<file path="src/hdl/walr_pkg.sv">
// Shared types, constants and helpers for the weekly alarm light ramp.
// No dependencies; every other file of the block imports this package.
`default_nettype none

package walr_pkg;

  // Calendar and alarm word layout.
  localparam int DAYS            = 7;
  localparam int DAY_W           = 3;
  localparam logic [DAY_W-1:0] WEEKDAY_UNKNOWN = 3'd7;
  localparam logic [DAY_W-1:0] IDX_SUNDAY      = 3'd6;
  localparam int HOUR_W          = 5;
  localparam int MIN_W           = 6;
  localparam int SEC_W           = 6;
  localparam int WORD_W          = 20;
  localparam int EN_BIT          = 0;
  localparam int HOUR_LSB        = 1;
  localparam int MIN_LSB         = 6;
  localparam int DUR_LSB         = 12;

  // Duration field: only the low DURATION_BITS bits are used, never more than the word holds.
  localparam int DURATION_BITS   = 8;
  localparam int DUR_FIELD_W     = WORD_W - DUR_LSB;
  localparam int DUR_W = (DURATION_BITS < DUR_FIELD_W) ? DURATION_BITS : DUR_FIELD_W;

  // Countdown and ramp arithmetic.
  localparam int COUNT_W         = 14;
  localparam int SEC_PER_MIN     = 60;
  localparam int PROD_W          = DUR_W + 6;
  localparam int SAT_W           = (PROD_W > COUNT_W) ? PROD_W : COUNT_W;
  localparam logic [SAT_W-1:0] COUNT_MAX = SAT_W'((1 << COUNT_W) - 1);
  localparam int FULL_SCALE      = 100;
  localparam int LEVEL_W         = 7;
  localparam int NUM_W           = 22;
  localparam int DEN_W           = COUNT_W + 1;
  localparam int QUOT_W          = LEVEL_W;
  localparam int STEP_W          = $clog2(QUOT_W);

  // Sequencer states.
  typedef enum logic [2:0] {
    ST_IDLE,
    ST_LOOK,
    ST_EVAL,
    ST_PREP,
    ST_START,
    ST_DIV,
    ST_DONE
  } walr_state_t;

  // Divider status seen by the sequencer.
  typedef struct packed {
    logic busy;
    logic done;
  } div_stat_t;

  // Calendar day (Sunday first) to alarm slot (Monday first).
  function automatic logic [DAY_W-1:0] day_index(input logic [DAY_W-1:0] wday);
    logic [DAY_W-1:0] idx;
    if (wday == '0) begin
      idx = IDX_SUNDAY;
    end else begin
      idx = wday - DAY_W'(1);
    end
    return idx;
  endfunction

endpackage

`default_nettype wire

</file>
<file path="src/hdl/walr_regs.sv">
// Alarm word register file: seven per-day words behind the configuration write port.
// Depends on walr_pkg.
`default_nettype none

module walr_regs
  import walr_pkg::*;
(
  input  wire logic              clk,
  input  wire logic              rst,
  input  wire logic              cfg_valid,
  output logic                   cfg_ready,
  input  wire logic [DAY_W-1:0]  cfg_index,
  input  wire logic [WORD_W-1:0] cfg_data,
  input  wire logic [DAY_W-1:0]  day_sel,
  output logic      [WORD_W-1:0] word
);

  logic [WORD_W-1:0] alarm_word [DAYS];

  // Writes are always taken; indexes past the last day are dropped.
  assign cfg_ready = 1'b1;

  always_ff @(posedge clk) begin
    if (rst) begin
      for (int i = 0; i < DAYS; i++) begin
        alarm_word[i] <= '0;
      end
    end else if (cfg_valid && cfg_ready && (cfg_index < DAY_W'(DAYS))) begin
      alarm_word[cfg_index] <= cfg_data;
    end
  end

  // Word of the selected day slot.
  always_comb begin
    if (day_sel < DAY_W'(DAYS)) begin
      word = alarm_word[day_sel];
    end else begin
      word = '0;
    end
  end

endmodule

`default_nettype wire

</file>
<file path="src/hdl/walr_div.sv">
// Restoring divider, one quotient bit per cycle, for the ramp level.
// Depends on walr_pkg. The quotient must fit in QUOT_W bits.
`default_nettype none

module walr_div
  import walr_pkg::*;
(
  input  wire logic              clk,
  input  wire logic              rst,
  input  wire logic              start,
  input  wire logic [NUM_W-1:0]  num,
  input  wire logic [DEN_W-1:0]  den,
  output div_stat_t              stat,
  output logic      [QUOT_W-1:0] quot
);

  localparam int SH_W = DEN_W + QUOT_W - 1;

  logic [NUM_W-1:0]  rem;
  logic [SH_W-1:0]   dsh;
  logic [STEP_W-1:0] step;
  logic              busy;
  logic              done;
  logic              fits;

  // Trial subtraction of the shifted divisor.
  assign fits = rem >= NUM_W'(dsh);

  always_ff @(posedge clk) begin
    if (rst) begin
      busy <= 1'b0;
      done <= 1'b0;
    end else begin
      done <= 1'b0;
      if (start) begin
        busy <= 1'b1;
        step <= STEP_W'(QUOT_W - 1);
        rem  <= num;
        dsh  <= SH_W'(den) << (QUOT_W - 1);
        quot <= '0;
      end else if (busy) begin
        if (fits) begin
          rem <= rem - NUM_W'(dsh);
        end
        quot <= {quot[QUOT_W-2:0], fits};
        dsh  <= dsh >> 1;
        if (step == '0) begin
          busy <= 1'b0;
          done <= 1'b1;
        end else begin
          step <= step - STEP_W'(1);
        end
      end
    end
  end

  assign stat.busy = busy;
  assign stat.done = done;

endmodule

`default_nettype wire

</file>
<file path="src/hdl/weekly_alarm_light_ramp_top.sv">
// Top level of the weekly alarm light ramp: sequencer, alarm state and result register.
// Depends on walr_pkg, walr_regs and walr_div.
//
// Usage:
//   One request per wall-clock tick enters on in_valid/in_stall with weekday, hour,
//   minute and second. Every request gives exactly one result on out_valid/out_stall.
//   Alarm words are written through cfg_valid/cfg_ready with cfg_index 0 (Monday)
//   to 6 (Sunday); cfg_ready is always high and larger indexes are ignored.
//   Write the words only while no request is in flight.
// Sequence:
//   An accepted tick goes through LOOK and EVAL. A tick that does no ramp step then
//   goes to DONE, a ramp step with zero duration passes PREP on to DONE, and a ramp
//   step that divides passes PREP, START and DIV, where the restoring divider gives one
//   quotient bit per cycle, then DONE. The block takes one request at a time: in_stall
//   is high from acceptance until the result is loaded into the output register, and
//   the next request can be taken in the cycle after that.
// Reset and stall:
//   rst (synchronous) clears all alarm words, ends any running alarm and drops
//   out_valid. A held result waits in the output register while out_stall is high;
//   a finished request behind it waits in the sequencer until the register frees.
`default_nettype none

module weekly_alarm_light_ramp_top
  import walr_pkg::*;
(
  input  wire logic               clk,
  input  wire logic               rst,
  input  wire logic               in_valid,
  output logic                    in_stall,
  input  wire logic [DAY_W-1:0]   weekday,
  input  wire logic [HOUR_W-1:0]  hour,
  input  wire logic [MIN_W-1:0]   minute,
  input  wire logic [SEC_W-1:0]   second,
  input  wire logic               cfg_valid,
  output logic                    cfg_ready,
  input  wire logic [DAY_W-1:0]   cfg_index,
  input  wire logic [WORD_W-1:0]  cfg_data,
  output logic                    out_valid,
  input  wire logic               out_stall,
  output logic                    light_update,
  output logic      [LEVEL_W-1:0] intensity,
  output logic                    alarm_begins,
  output logic                    alarm_ends,
  output logic                    alarm_running
);

  walr_state_t        state;
  walr_state_t        state_next;

  // Captured tick.
  logic [DAY_W-1:0]   tick_day;
  logic [HOUR_W-1:0]  tick_hour;
  logic [MIN_W-1:0]   tick_min;
  logic [SEC_W-1:0]   tick_sec;

  // Alarm state.
  logic               running;
  logic [COUNT_W-1:0] remaining_seconds;
  logic [COUNT_W-1:0] total_seconds;

  // Per-request working values.
  logic [WORD_W-1:0]  sel_word;
  logic [WORD_W-1:0]  rd_word;
  logic               step_r;
  logic               begins_r;
  logic               ends_r;
  logic [LEVEL_W-1:0] level_r;
  logic [NUM_W-1:0]   num_r;
  logic [DEN_W-1:0]   den_r;

  // Sequencer controls.
  logic               accept;
  logic               div_start;
  logic               out_load;
  div_stat_t          div_stat;
  logic [QUOT_W-1:0]  div_quot;

  // Decoded alarm word and start decision.
  logic               known_day;
  logic               start_hit;
  logic [DUR_W-1:0]   dur;
  logic [SAT_W-1:0]   secs_full;
  logic [COUNT_W-1:0] secs;

  walr_regs u_regs (
    .clk       (clk),
    .rst       (rst),
    .cfg_valid (cfg_valid),
    .cfg_ready (cfg_ready),
    .cfg_index (cfg_index),
    .cfg_data  (cfg_data),
    .day_sel   (day_index(tick_day)),
    .word      (rd_word)
  );

  walr_div u_div (
    .clk   (clk),
    .rst   (rst),
    .start (div_start),
    .num   (num_r),
    .den   (den_r),
    .stat  (div_stat),
    .quot  (div_quot)
  );

  // Start condition and countdown length from the selected word.
  always_comb begin
    known_day = tick_day != WEEKDAY_UNKNOWN;
    start_hit = known_day && sel_word[EN_BIT] &&
                (sel_word[HOUR_LSB +: HOUR_W] == tick_hour) &&
                (sel_word[MIN_LSB +: MIN_W] == tick_min) &&
                (tick_sec[SEC_W-1:1] == '0) && !running;
    dur       = sel_word[DUR_LSB +: DUR_W];
    secs_full = SAT_W'(dur) * SAT_W'(SEC_PER_MIN);
    if (secs_full > COUNT_MAX) begin
      secs = COUNT_MAX[COUNT_W-1:0];
    end else begin
      secs = secs_full[COUNT_W-1:0];
    end
  end

  // Next-state logic.
  always_comb begin
    state_next = state;
    unique case (state)
      ST_IDLE: begin
        if (accept) begin
          state_next = ST_LOOK;
        end
      end
      ST_LOOK: begin
        state_next = ST_EVAL;
      end
      ST_EVAL: begin
        if (known_day && (running || start_hit)) begin
          state_next = ST_PREP;
        end else begin
          state_next = ST_DONE;
        end
      end
      ST_PREP: begin
        if (total_seconds == '0) begin
          state_next = ST_DONE;
        end else begin
          state_next = ST_START;
        end
      end
      ST_START: begin
        state_next = ST_DIV;
      end
      ST_DIV: begin
        if (div_stat.done) begin
          state_next = ST_DONE;
        end
      end
      ST_DONE: begin
        if (out_load) begin
          state_next = ST_IDLE;
        end
      end
      default: begin
        state_next = ST_IDLE;
      end
    endcase
  end

  // Sequencer outputs.
  always_comb begin
    in_stall  = state != ST_IDLE;
    div_start = state == ST_START;
    out_load  = (state == ST_DONE) && (!out_valid || !out_stall);
  end

  assign accept = in_valid && !in_stall;

  always_ff @(posedge clk) begin
    if (rst) begin
      state <= ST_IDLE;
    end else begin
      state <= state_next;
    end
  end

  // Tick capture and word lookup.
  always_ff @(posedge clk) begin
    if (accept) begin
      tick_day  <= weekday;
      tick_hour <= hour;
      tick_min  <= minute;
      tick_sec  <= second;
    end
    if (state == ST_LOOK) begin
      sel_word <= rd_word;
    end
  end

  // Alarm state: start in EVAL, count down in PREP.
  always_ff @(posedge clk) begin
    if (rst) begin
      running           <= 1'b0;
      remaining_seconds <= '0;
      total_seconds     <= '0;
    end else if ((state == ST_EVAL) && start_hit) begin
      running           <= 1'b1;
      remaining_seconds <= secs;
      total_seconds     <= secs;
    end else if (state == ST_PREP) begin
      if (remaining_seconds == '0) begin
        running           <= 1'b0;
        remaining_seconds <= '0;
        total_seconds     <= '0;
      end else begin
        remaining_seconds <= remaining_seconds - COUNT_W'(1);
      end
    end
  end

  // Result flags, divider operands and ramp level.
  always_ff @(posedge clk) begin
    unique case (state)
      ST_EVAL: begin
        step_r   <= known_day && (running || start_hit);
        begins_r <= start_hit;
        ends_r   <= 1'b0;
        level_r  <= '0;
      end
      ST_PREP: begin
        ends_r <= remaining_seconds == '0;
        num_r  <= NUM_W'(total_seconds - remaining_seconds) * NUM_W'(2 * FULL_SCALE) +
                  NUM_W'(total_seconds);
        den_r  <= {total_seconds, 1'b0};
        if (total_seconds == '0) begin
          level_r <= LEVEL_W'(FULL_SCALE);
        end
      end
      ST_DIV: begin
        if (div_stat.done) begin
          level_r <= div_quot;
        end
      end
      default: begin
      end
    endcase
  end

  // Output register; a held result stays until the receiver drops stall.
  always_ff @(posedge clk) begin
    if (rst) begin
      out_valid <= 1'b0;
    end else if (out_load) begin
      out_valid <= 1'b1;
    end else if (!out_stall) begin
      out_valid <= 1'b0;
    end
  end

  always_ff @(posedge clk) begin
    if (out_load) begin
      light_update  <= step_r;
      intensity     <= level_r;
      alarm_begins  <= begins_r;
      alarm_ends    <= ends_r;
      alarm_running <= running;
    end
  end

`ifndef NO_ASSERTIONS
  // The countdown never exceeds its own starting length.
  a_count_bound: assert property (@(posedge clk) disable iff (rst)
    remaining_seconds <= total_seconds)
    else $error("remaining seconds above total seconds");

  // Any delivered level is a percentage.
  a_level_range: assert property (@(posedge clk) disable iff (rst)
    out_valid |-> (intensity <= LEVEL_W'(FULL_SCALE)))
    else $error("intensity above full scale");

  // Starting or ending an alarm always comes with a ramp step.
  a_flags_step: assert property (@(posedge clk) disable iff (rst)
    (out_valid && (alarm_begins || alarm_ends)) |-> light_update)
    else $error("alarm event without a ramp step");

  // No new request is taken while the divider works.
  a_div_busy: assert property (@(posedge clk) disable iff (rst)
    div_stat.busy |-> (in_stall && (state == ST_DIV)))
    else $error("divider busy outside its wait state");

  // A finished request cannot overwrite a result still held by the receiver.
  a_no_overwrite: assert property (@(posedge clk) disable iff (rst)
    (out_valid && out_stall) |=> ($stable(intensity) && $stable(alarm_running)))
    else $error("held result changed");
`endif

endmodule

`default_nettype wire

</file>
<file path="config.mk">
export PLATFORM = sky130hd
export DESIGN_NAME = weekly_alarm_light_ramp_top
export DESIGN_NICKNAME = d
export VERILOG_FILES = /design/src/hdl/walr_pkg.sv /design/src/hdl/walr_regs.sv /design/src/hdl/walr_div.sv /design/src/hdl/weekly_alarm_light_ramp_top.sv
export SDC_FILE = /design/constraint.sdc
export NUM_CORES = 1
export LEC_CHECK = 0
export BUFFER_PORTS_ARGS = -buffer_cell sky130_fd_sc_hd__buf_2
export CORE_UTILIZATION = 50
export DETAILED_ROUTE_END_ITERATION = 10
export PLACE_DENSITY = 0.68
export SLEW_MARGIN = 15
export SYNTH_ARGS = -nofsm -noshare
export SYNTH_HDL_FRONTEND = slang
export SYNTH_SLANG_ARGS = --single-unit
</file>
<file path="constraint.sdc">
create_clock -name clk -period 5.7 [get_ports clk]
set_clock_uncertainty 0.2 [all_clocks]
set_input_delay 1.14 -clock clk [delete_from_list [all_inputs] [get_ports clk]]
set_output_delay 1.14 -clock clk [all_outputs]
set_load 0.02 [all_outputs]
</file>
==> run summary <==
Status -> complete, no violations
DRT Pass-1 Iters -> 6
Largest net degree at the start of global routing -> 66
Drt total wl -> 36900 um
Post-synthesis sequential area ratio -> 0.520
R2R Setup Slk -> 260 ps
FMAX -> 184 MHz
CP Cell Sequence -> inv_1 > ha_1 > a21o_1 > a211oi_2 > nor2_2 > ha_1 > ha_1 > inv_1 > fa_1 > inv_1 > ha_1 > o21a_1 > a21oi_1 > nand2b_1 > nor2b_1 > xnor2_1 > ha_1 > a21oi_1 > nor2b_1 > a311o_1 > and3_1 > and4b_1 > xnor2_1 > xnor2_1
FP Rows -> 67
WL per Instance -> 17.2 um
Mean Syn Cell Area -> 10.9 um2
Worst setup path category -> flop to flop
Crit path max-delay cell type -> fa_1
DR vias -> 11700
Hold_buf cts -> 0
# nets final -> 1849
Number of unique standard cell types used by synthesis -> 69
CP max stage delay -> 530 ps
CTS tree -> built
Overall Global Routing Usage -> 0.213
Worst r2r src -> remaining_seconds[1]
Post-synth EDFFs -> 264
Vias per inst -> 5.49
CP Max Fanout -> 4
Crit start category -> flop
Register-to-Register Path Depth -> 24
CORE AREA -> 33800 um2
HPWL Detailed -> 25700 um
Critical Path Sink -> num_r[21]
Peak supply drop -> 0.279 mV
Port Buffers -> 59
Die width -> 188 um
Top cell type's share of synthesized area -> 0.458
Remaining Overflow, GRT -> 0
Final setup margin -> 257 ps
Final core occ -> 0.576
Crit share post-route -> 0.955
Async SR Flop Fraction -> 0
Area grow syn2layout -> 12.5%
CP required -> 5760 ps
Syn Inst Count -> 1583
Critical path buffers and inverters -> 3
Worst relative slew slack -> 0.242
Initial antenna violation count -> 0
Fraction of layout cells with a size suffix above 1 -> 0.138
Sink Count -> 317
Final hold violations -> 0
Highest metal used -> met4
First-pass GRT wire length -> 60500 um
Clock-pin slew on the worst setup and hold paths -> 60 ps
Commonest non-fill, non-tap cell in the layout -> edfxtp_1
Crit. path cell count -> 24
Die area -> 35300 um2
CTS Buf Count -> 34
Initial Utilization -> 0.512
Crit path max-delay family -> adder cells
Post-route ant nets -> 0
Hold WC Path Type -> flop to flop
Met2 WL post-DR -> 19300 um
Fin. max-slew vios -> 0
Lkg Pwr -> 7.79 nW
Clk buf depth -> 3
# diodes -> 0
Mapped Area -> 17300 um2
Largest cells by area after synthesis -> edfxtp_1 46%, ha_1 7.8%, dfxtp_1 6.1%
Top cell by count, worst path -> ha_1
Synthesized net count -> 1768
Setup crit start -> remaining_seconds[1]
Worst Path Arrival -> 5500 ps
Routability cong. -> 0.861
Pre-CTS setup slack -> 40.5 ps
Setup total negative slack -> 0 ps
Drt first-iter violations -> 825
Skew-Pair Late Insertion Delay -> 520 ps
Power per cell area -> 382 nW/um2
Post-synth top area cell -> edfxtp_1
Most frequent cells in the layout -> 264 x edfxtp_1, 193 x nor2_1, 160 x inv_1
CTS Root Cell -> clkbuf_16
Worst r2r dst -> num_r[21]
Io pins -> 62
Filler instances -> 2818
Residual DRC -> 0
Vias in the first global route -> 12200
YS warnings -> 0
Seq cells post-synth -> 317
Max Cap Viol -> 0
Die Span Y -> 188 um
Top_reg_cell synth -> edfxtp_1
Minimum clock period -> 5440 ps
Critical Path End Type -> flop
Slew at the pin with the worst max-slew slack -> 1140 ps
# H-tree levels -> 2
WL met1 -> 15100 um
Met3 wire len -> 1750 um
Final setup viols -> 0
==> kinds of logic (layout without fill, tap and decap cells) <==
| family | after synthesis | after routing | synth area share |
|---|---|---|---|
| simple gates | 502 | 502 | 0.138 |
| xor+xnor | 83 | 83 | 0.0420 |
| mux | 40 | 40 | 0.0391 |
| buf+inv | 220 | 326 | 0.0491 |
| flops | 317 | 317 | 0.520 |
| fa+ha+maj | 137 | 137 | 0.112 |
| other cells | 1 | 1 | 0.000217 |
| compound gates | 283 | 283 | 0.100 |
==> synth_stat cells (all sizes together) (6+ instances only) <==
cell and instances:
mux4 20, a21oi 119, mux2 20, nor3b 11
nor3 28, a31oi 7, and3 13, nand3 28
edfxtp 264, clkbuf 49, nand3b 6, a221oi 12
fa 29, nor2 197, nand2b 17, nor2b 16
buf 10, nand4 7, xnor2 57, o21a 12
o21ai 61, ha 108, inv 161, dfxtp 53
nand2 113, xor2 26, and2 27, a21o 15
nor4 13, a211oi 14
==> final cells by class <==
class | instances | area (um2) | area share
Tap cell | 448 | 561 | 0.0288
Sequential cell | 317 | 8990 | 0.462
Inverter | 161 | 604 | 0.0311
Clock inverter | 18 | 160 | 0.00824
Timing Repair Buffer | 104 | 633 | 0.0326
Multi-Input combinational cell | 1046 | 7580 | 0.390
Clock buffer | 43 | 916 | 0.0471
==> worst min-delay path by stage <==
stage | startpoint | cells after the start | endpoint
after floorplan | begins_r | 0 | alarm_begins
after global placement | level_r[5] | 0 | intensity[5]
after detailed placement | level_r[6] | 0 | intensity[6]
after CTS | level_r[6] | 0 | intensity[6]
after global routing | level_r[0] | 0 | intensity[0]
final | level_r[6] | 0 | intensity[6]
==> layer usage <==
metal / up-vias / GRT usage
met5: - / 0
met4: 0 / 0.0569
met3: 60 / 0.0313
met2: 264 / 0.397
met1: 5647 / 0.253
li1: 5756 / -
==> power by group <==
group | switching (mW) | internal [mW] | total [mW]
clock | 0.903 | 1.24 | 2.14
sequential | 0.0750 | 2.76 | 2.83
combinational | 1.37 | 1.08 | 2.45
total | 2.35 | 5.07 | 7.42
==> registers in the layout, indices dropped and copies added, names as in the netlist, 7 cells and up <==
| name | cells |
|---|---|
| den_r | 11 |
| intensity | 7 |
| u_div.dsh | 21 |
| num_r | 20 |
| u_div.rem | 22 |
| sel_word | 20 |
| u_regs.alarm_word | 140 |
| level_r | 7 |
| u_div.quot | 7 |
| remaining_seconds | 14 |
| total_seconds | 12 |
==> through the flow <==
stage                     area [um2]  hold WS (ps)  power [mW]  instances
final                          19400           214        7.42       2137
after global routing           19400           223        7.92       2137
after CTS                      19400           214        7.45       2137
after detailed placement       18300           205        5.30       2076
after global placement         18300           201        5.24       2076
after floorplan                17300           200        4.72       1583
==> timing repair <==
action	4_1_cts	5_1_grt
resized for setup	0	21
setup endpoints to repair	0	5
setup buffers	0	0
No activity file was read; power rests on OpenSTA's default activity.
